File: src/design/sha1_pkg.sv
package sha1_pkg;

    // SHA-1 initial chaining value
    localparam logic [31:0] H_INIT [5] = '{
        32'h67452301, 32'hEFCDAB89, 32'h98BADCFE, 32'h10325476, 32'hC3D2E1F0
    };

    // Round constants, one per group of twenty rounds
    localparam logic [31:0] K_0 = 32'h5A827999;
    localparam logic [31:0] K_1 = 32'h6ED9EBA1;
    localparam logic [31:0] K_2 = 32'h8F1BBCDC;
    localparam logic [31:0] K_3 = 32'hCA62C1D6;

    localparam logic [7:0] PAD_MARK = 8'h80;

    localparam int BLOCK_BITS  = 512;
    localparam int WORD_BITS   = 32;
    localparam int BYTE_BITS   = 8;

    // Block fill positions (byte count before the push)
    localparam logic [5:0] FILL_LAST    = 6'd63;
    localparam logic [5:0] FILL_PRE_LEN = 6'd55;

    // Round counter positions
    localparam logic [6:0] RND_G1   = 7'd20;
    localparam logic [6:0] RND_G2   = 7'd40;
    localparam logic [6:0] RND_G3   = 7'd60;
    localparam logic [6:0] RND_LAST = 7'd79;

    localparam logic [2:0] WORD_LAST = 3'd4;

    typedef struct packed {
        logic [7:0] message_byte;
        logic       byte_present;
        logic       end_of_message;
    } msg_item_t;

    typedef struct packed {
        logic [31:0] digest_word;
        logic [2:0]  word_index;
        logic        digest_last;
    } dig_item_t;

    typedef enum logic [2:0] {
        ST_IDLE,
        ST_PAD_MARK,
        ST_PAD_ZERO,
        ST_PAD_LEN,
        ST_ROUND,
        ST_ADD,
        ST_OUT
    } state_t;

endpackage

File: src/design/sha1_message_hasher.sv
// Channel  | Dir | Handshake            | Payload
// ---------+-----+----------------------+-------------------------------------
// msg      | in  | msg_valid/msg_ready  | message_byte, byte_present, end_of_message
// dig      | out | dig_valid/dig_ready  | digest_word, word_index, digest_last
//
// A byte item that neither ends the message nor fills a block leaves msg_ready high;
// the item that fills a 64-byte block adds a compression (80 rounds on the shared
// round adder, then the chaining add). An end item pads one byte per cycle up to the
// length field, then writes the 8 length bytes, with up to two compressions along the
// way, then presents the five digest words one per cycle while dig_ready is high.
// msg_ready is low from the accepted item until that work is done; a stalled dig
// channel holds the current word. rst_n clears all control state and the chain.
module sha1_message_hasher (
    input  logic                clk,
    input  logic                rst_n,
    input  logic                msg_valid,
    output logic                msg_ready,
    input  sha1_pkg::msg_item_t msg,
    output logic                dig_valid,
    input  logic                dig_ready,
    output sha1_pkg::dig_item_t dig
);
    import sha1_pkg::*;

    state_t state_reg, state_next;
    state_t ret_reg, ret_next;

    logic [BLOCK_BITS-1:0] block_reg;
    logic [5:0]            fill_reg;
    logic [63:0]           count_reg;
    logic [6:0]            rnd_reg;
    logic [2:0]            idx_reg;
    logic [31:0]           h_reg [5];
    logic [31:0]           a_reg, b_reg, c_reg, d_reg, e_reg;

    logic       push_en;
    logic [7:0] push_byte;
    logic       count_en;
    logic       len_shift;
    logic       round_run;
    logic       add_en;
    logic       out_acc;
    logic       start_round;
    logic       done_msg;

    logic [31:0] w0, w2, w8, w13, w_mix;
    logic [31:0] f_val, k_val, t_val;

    // Schedule taps: window word j holds w[t+j], word 0 at the top
    assign w0    = block_reg[BLOCK_BITS-1 -: WORD_BITS];
    assign w2    = block_reg[BLOCK_BITS-1-2*WORD_BITS -: WORD_BITS];
    assign w8    = block_reg[BLOCK_BITS-1-8*WORD_BITS -: WORD_BITS];
    assign w13   = block_reg[BLOCK_BITS-1-13*WORD_BITS -: WORD_BITS];
    assign w_mix = w13 ^ w8 ^ w2 ^ w0;

    // Round function and constant
    always_comb
    begin
        if (rnd_reg < RND_G1)
        begin
            f_val = (b_reg & c_reg) | (~b_reg & d_reg);
            k_val = K_0;
        end
        else if (rnd_reg < RND_G2)
        begin
            f_val = b_reg ^ c_reg ^ d_reg;
            k_val = K_1;
        end
        else if (rnd_reg < RND_G3)
        begin
            f_val = (b_reg & c_reg) | (b_reg & d_reg) | (c_reg & d_reg);
            k_val = K_2;
        end
        else
        begin
            f_val = b_reg ^ c_reg ^ d_reg;
            k_val = K_3;
        end
    end

    // Shared round adder
    assign t_val = {a_reg[26:0], a_reg[31:27]} + f_val + e_reg + k_val + w0;

    assign start_round = push_en && (fill_reg == FILL_LAST);
    assign done_msg    = out_acc && (idx_reg == WORD_LAST);

    // Sequencer: next state and control
    always_comb
    begin
        state_next = state_reg;
        ret_next   = ret_reg;
        push_en    = 1'b0;
        push_byte  = '0;
        count_en   = 1'b0;
        len_shift  = 1'b0;
        round_run  = 1'b0;
        add_en     = 1'b0;
        out_acc    = 1'b0;
        msg_ready  = (state_reg == ST_IDLE);
        dig_valid  = (state_reg == ST_OUT);
        unique case (state_reg)
            ST_IDLE:
            begin
                if (msg_valid)
                begin
                    if (msg.byte_present)
                    begin
                        push_en   = 1'b1;
                        push_byte = msg.message_byte;
                        count_en  = 1'b1;
                    end
                    if (msg.byte_present && (fill_reg == FILL_LAST))
                    begin
                        state_next = ST_ROUND;
                        ret_next   = msg.end_of_message ? ST_PAD_MARK : ST_IDLE;
                    end
                    else
                    begin
                        state_next = msg.end_of_message ? ST_PAD_MARK : ST_IDLE;
                    end
                end
            end
            ST_PAD_MARK:
            begin
                push_en   = 1'b1;
                push_byte = PAD_MARK;
                if (fill_reg == FILL_LAST)
                begin
                    state_next = ST_ROUND;
                    ret_next   = ST_PAD_ZERO;
                end
                else if (fill_reg == FILL_PRE_LEN)
                begin
                    state_next = ST_PAD_LEN;
                end
                else
                begin
                    state_next = ST_PAD_ZERO;
                end
            end
            ST_PAD_ZERO:
            begin
                push_en = 1'b1;
                if (fill_reg == FILL_LAST)
                begin
                    state_next = ST_ROUND;
                    ret_next   = ST_PAD_ZERO;
                end
                else if (fill_reg == FILL_PRE_LEN)
                begin
                    state_next = ST_PAD_LEN;
                end
            end
            ST_PAD_LEN:
            begin
                push_en   = 1'b1;
                push_byte = count_reg[63:56];
                len_shift = 1'b1;
                if (fill_reg == FILL_LAST)
                begin
                    state_next = ST_ROUND;
                    ret_next   = ST_OUT;
                end
            end
            ST_ROUND:
            begin
                round_run = 1'b1;
                if (rnd_reg == RND_LAST)
                begin
                    state_next = ST_ADD;
                end
            end
            ST_ADD:
            begin
                add_en     = 1'b1;
                state_next = ret_reg;
            end
            ST_OUT:
            begin
                if (dig_ready)
                begin
                    out_acc = 1'b1;
                    if (idx_reg == WORD_LAST)
                    begin
                        state_next = ST_IDLE;
                    end
                end
            end
            default:
            begin
                state_next = ST_IDLE;
            end
        endcase
    end

    // State registers
    always_ff @(posedge clk or negedge rst_n)
    begin
        if (!rst_n)
        begin
            state_reg <= ST_IDLE;
            ret_reg   <= ST_IDLE;
        end
        else
        begin
            state_reg <= state_next;
            ret_reg   <= ret_next;
        end
    end

    // Block buffer doubles as the schedule window
    always_ff @(posedge clk)
    begin
        if (push_en)
        begin
            block_reg <= {block_reg[BLOCK_BITS-BYTE_BITS-1:0], push_byte};
        end
        else if (round_run)
        begin
            block_reg <= {block_reg[BLOCK_BITS-WORD_BITS-1:0], w_mix[30:0], w_mix[31]};
        end
    end

    // Working variables
    always_ff @(posedge clk)
    begin
        if (start_round)
        begin
            a_reg <= h_reg[0];
            b_reg <= h_reg[1];
            c_reg <= h_reg[2];
            d_reg <= h_reg[3];
            e_reg <= h_reg[4];
        end
        else if (round_run)
        begin
            a_reg <= t_val;
            b_reg <= a_reg;
            c_reg <= {b_reg[1:0], b_reg[31:2]};
            d_reg <= c_reg;
            e_reg <= d_reg;
        end
    end

    // Counters and chaining value
    always_ff @(posedge clk or negedge rst_n)
    begin
        if (!rst_n)
        begin
            fill_reg  <= '0;
            count_reg <= '0;
            rnd_reg   <= '0;
            idx_reg   <= '0;
            for (int i = 0; i < 5; i++)
            begin
                h_reg[i] <= H_INIT[i];
            end
        end
        else
        begin
            if (push_en)
            begin
                fill_reg <= fill_reg + 6'd1;
            end

            if (done_msg)
            begin
                count_reg <= '0;
            end
            else if (count_en)
            begin
                count_reg <= count_reg + 64'd8;
            end
            else if (len_shift)
            begin
                count_reg <= {count_reg[55:0], 8'h00};
            end

            if (start_round)
            begin
                rnd_reg <= '0;
            end
            else if (round_run)
            begin
                rnd_reg <= rnd_reg + 7'd1;
            end

            if (out_acc)
            begin
                idx_reg <= (idx_reg == WORD_LAST) ? 3'd0 : idx_reg + 3'd1;
            end

            if (done_msg)
            begin
                for (int i = 0; i < 5; i++)
                begin
                    h_reg[i] <= H_INIT[i];
                end
            end
            else if (add_en)
            begin
                h_reg[0] <= h_reg[0] + a_reg;
                h_reg[1] <= h_reg[1] + b_reg;
                h_reg[2] <= h_reg[2] + c_reg;
                h_reg[3] <= h_reg[3] + d_reg;
                h_reg[4] <= h_reg[4] + e_reg;
            end
        end
    end

    // Digest word output
    always_comb
    begin
        dig.digest_word = '0;
        unique case (idx_reg)
            3'd0:    dig.digest_word = h_reg[0];
            3'd1:    dig.digest_word = h_reg[1];
            3'd2:    dig.digest_word = h_reg[2];
            3'd3:    dig.digest_word = h_reg[3];
            3'd4:    dig.digest_word = h_reg[4];
            default: dig.digest_word = '0;
        endcase
        dig.word_index  = idx_reg;
        dig.digest_last = (idx_reg == WORD_LAST);
    end

endmodule
File: config.mk
export PLATFORM = sky130hd
export DESIGN_NAME = sha1_message_hasher
export DESIGN_NICKNAME = d
export VERILOG_FILES = /design/src/design/sha1_pkg.sv /design/src/design/sha1_message_hasher.sv
export SDC_FILE = /design/constraint.sdc
export NUM_CORES = 2
export LEC_CHECK = 0
export BUFFER_PORTS_ARGS = -buffer_cell sky130_fd_sc_hd__buf_2
export CELL_PAD_IN_SITES_DETAIL_PLACEMENT = 0
export CELL_PAD_IN_SITES_GLOBAL_PLACEMENT = 1
export CORE_MARGIN = 4
export CORE_UTILIZATION = 54
export DETAILED_ROUTE_END_ITERATION = 7
export PLACE_DENSITY = 0.87
export SETUP_SLACK_MARGIN = 0.4
export SKIP_LAST_GASP = 1
export SYNTH_ARGS = -nofsm -noshare
export SYNTH_HDL_FRONTEND = slang
export SYNTH_SLANG_ARGS = --single-unit
File: constraint.sdc
create_clock -name clk -period 16 [get_ports clk]
set_clock_uncertainty 0.15 [all_clocks]
set_input_delay 2.4 -clock clk [delete_from_list [all_inputs] [get_ports clk]]
set_output_delay 2.4 -clock clk [all_outputs]
set_load 0.02 [all_outputs]
==> flow_metrics.tcl <==
set metrics [dict create \
    status "complete, no violations" \
    place.gp.congestion 0.9224 \
    grt_pass1_wl_um 227500 \
    synthSimpleGateAreaFrac_pct 20.46 \
    top_layer "met4" \
    io_buffers 51 \
    cp_cell_sequence "a41oi_1 -> nand2_1 -> buf_4 -> inv_1 -> buf_4 -> nor2_2 -> buf_4 -> a221oi_1 -> fa_1 -> fa_1 -> inv_1 -> ha_1 -> inv_1 -> fa_1 -> nor2b_1 -> o21a_1 -> o211ai_1 -> nor2_1 -> o32a_1 -> o41ai_2 -> o21ai_0 -> a21o_1 -> xnor2_1 -> a21oi_1" \
    grt_max_degree 243 \
    vias 41420 \
    worstMarginPinSlew_ns 1.231 \
    track_usage_pct 27.59 \
    worstSetupEndpointType "flip-flop" \
    first_global_vias 39950 \
    drt-total-wl_um 144100 \
    synth.avg_cell_area_um2 9.273 \
    wl_per_cell_um 20.33 \
    critical_path_class "flip-flop to flip-flop" \
    mostFrequentLayoutCell "nand2_1" \
    drt-pass1-iter-count 5 \
    p_leak_nw 25.47 \
    relSlewSlack_pct 17.96 \
    hold_viol_final 0 \
    postCtsSetupBuffers 0 \
    synth_fa_ha_area_share_pct 9.363 \
    syn-cell-area_um2 53590 \
    largest_reg_flops 512 \
    ir_worst_vdd_v 0.0001295 \
    synth-seq-cells 915 \
    reg2reg_slack_ns 8.81 \
    drc 0 \
    reg2reg_depth 24 \
    seqPwrFrac_pct 38.8 \
    r2r-end "a_reg[27]" \
    vias_per_cell 5.847 \
    ys_types 87 \
    p_int_mw 7.237 \
    cp.arrival_ns 7.44 \
    antenna_found_initial 2 \
    cp.required_ns 16.25 \
    met2_length_um 66050 \
    synthArstFlopShare_pct 26.56 \
    die_w_um 323.0 \
    synth-main-ff-cell "edfxtp_1" \
    hold_depth 2 \
    dieArea_um2 104300 \
    synth_top_family_by_area "simple AND/OR/NAND/NOR gates" \
    rows 115 \
    nFillCells 8551 \
    hold_start "ret_reg[0]" \
    yosysWarnings 0 \
    setup_tns_ns 0 \
    drt-initial-drc-count 4265 \
    cp_slowest_cell "a41oi_1" \
    power_density_nw_per_um2 207.0 \
    insertion_delay_ns 0.69 \
    final_cell_mix "nand2_1 (2044), edfxtp_1 (672), o21ai_0 (374)" \
    antenna_left 0 \
    swShare_pct 39.96 \
    core_um2 98420 \
    drive_above_1_share_pct 6.416 \
    min_path_type "flip-flop to flip-flop" \
    synth_seq_area_share_pct 49.19 \
    slew_violations 0 \
    cts_buffers 100 \
    dieHeight_um 323.0 \
    syn-num-nets 6119 \
    holdBufCountCts 0 \
    ioPinCount 52 \
    drv_cap 0 \
    cts_sinks 915 \
    htree_levels 3 \
    seq_area_um2 26360 \
    crit_fanout 21 \
    synthXorXnorAreaFrac_pct 4.168 \
    start_util_pct 54.45 \
    synth_edf_count 672 \
    synth.area.mux_share_pct 0.7518 \
    tritoncts "yes" \
    fmax_mhz 139.1 \
    cts.reportedPaths.clkPinSlew_ns 0.06 \
    overflow 0 \
    cts_root_buf "clkbuf_16" \
    num-nets-final 6054 \
    clockBufferDepth 3 \
    slowest_delay_ns 0.87 \
    power_frac_clock_pct 19.4 \
    wl_met1_um 62410 \
    cp-start-kind "flip-flop" \
    rsz0062_at_grt "false" \
    layout_min_cycle_time_ns 7.190 \
    timing.rr.start "rnd_reg[4]" \
    min_to "ret_reg[0]" \
    setup_viol 0 \
    synth_compound_area_share_pct 12.42 \
    hold_ws_ns 0.3330 \
    p_switching_mw 4.816 \
    place_hpwl_um 99290 \
    netlist_instances 5779 \
    area_delta_synth_final_pct 8.657 \
    antennaDiodeCount 0 \
    dr_wl_met3_um 10460 \
    timing.final.crit_share_pct 44.94 \
    multi_input_area_um2 25360 \
    combPwrFrac_pct 41.8 \
    cts-resized-gates 0 \
]
[area by class of cell]
class | count | share of cell area [%]
flip-flops and latches | 915 | 45.27
multi-input cells | 4350 | 43.55
clock buffers | 141 | 4.813
well taps | 1287 | 2.765
inverters | 250 | 1.612
repair buffers | 97 | 1.156
clock inverters | 45 | 0.8316
[power by group through the flow]
stage	clock network, mW	registers, mW	logic (mW)
floorplan	0	4.54	3.87
global route	2.48	4.78	5.71
finish	2.34	4.67	5.04
CTS	2.37	4.67	5.05
global placement	0	4.69	4.92
detailed placement	0	4.70	5.01
[worst max-delay path: cells and delay by family (launching register included)]
kind,cells,cell delay (ns)
xor+xnor,1,0.13
compound gates,9,3.35
flops,1,0.44
fa+ha+maj,4,1.46
simple gates,4,0.32
buf+inv,6,1.03
[how the worst max path moves through the flow]
stage / start / endpoint / depth (start not counted)
final: rnd_reg[4] / a_reg[27] / 24
after global routing: rnd_reg[4] / a_reg[27] / 24
after CTS: rnd_reg[4] / a_reg[27] / 24
after detailed placement: rnd_reg[4] / a_reg[27] / 24
after global placement: rnd_reg[4] / a_reg[27] / 24
after floorplan: msg_valid / block_reg[0] / 4
[cell families (layout without fill, tap and decap cells)]
group	Yosys count	count (layout)
buffers and inverters	514	533
and+or+nand+nor	2672	2672
muxes	39	39
xor gates and xnor gates	255	255
adders and majority gates	326	326
DFF	915	915
AOI/OAI and AO/OA	1058	1058
[layer usage]
| metal | vias up | track usage (%) |
|---|---|---|
| li1 | 19740 | - |
| met2 | 1423 | 43.67 |
| met5 | - | 0 |
| met1 | 20010 | 39.16 |
| met3 | 248 | 4.373 |
| met4 | 0 | 9.332 |
[cells in the mapped netlist, types with 18 or more instances]
cell         n  area share, %
dfrtp_1    163            7.6
inv_1      250            1.8
nand2b_1    28           0.33
a22oi_1     63           0.88
xnor2_1    177            2.9
and3_1      47           0.55
nor2b_1     24           0.28
buf_1       18           0.13
a21oi_1    236            2.2
mux2i_1     29           0.54
clkbuf_1   239            1.7
ha_1       201            4.7
nor2_1     219            1.5
o21a_1      26           0.36
o31ai_1     19           0.27
or3_1       22           0.26
a21o_1      65           0.91
a31oi_1     32           0.37
nand3_1    111            1.0
a221o_1     37           0.69
o211ai_1    22           0.31
o21ai_0    374            3.5
edfxtp_1   672             38
a211oi_1    21           0.29
xor2_1      78            1.3
nand2_1   2045             14
o21bai_1    24           0.34
fa_1       125            4.7
nand4_1     27           0.32
dfstp_2     80            3.9
nor3_1      63           0.59
[per-stage QoR]
stage	util [%]	std cells	worst slack, ns	instance area (um2)	power [mW]
2_1_floorplan	-	5779	6.028	53590	8.414
3_3_place_gp	55.82	6899	8.927	54940	9.607
3_5_place_dp	55.82	6899	8.819	54940	9.716
4_1_cts	59.16	7085	8.788	58230	12.10
5_1_grt	59.16	7085	8.300	58230	12.97
6_report	59.16	7085	8.810	58230	12.05
No activity file was read; power rests on OpenSTA's default activity.
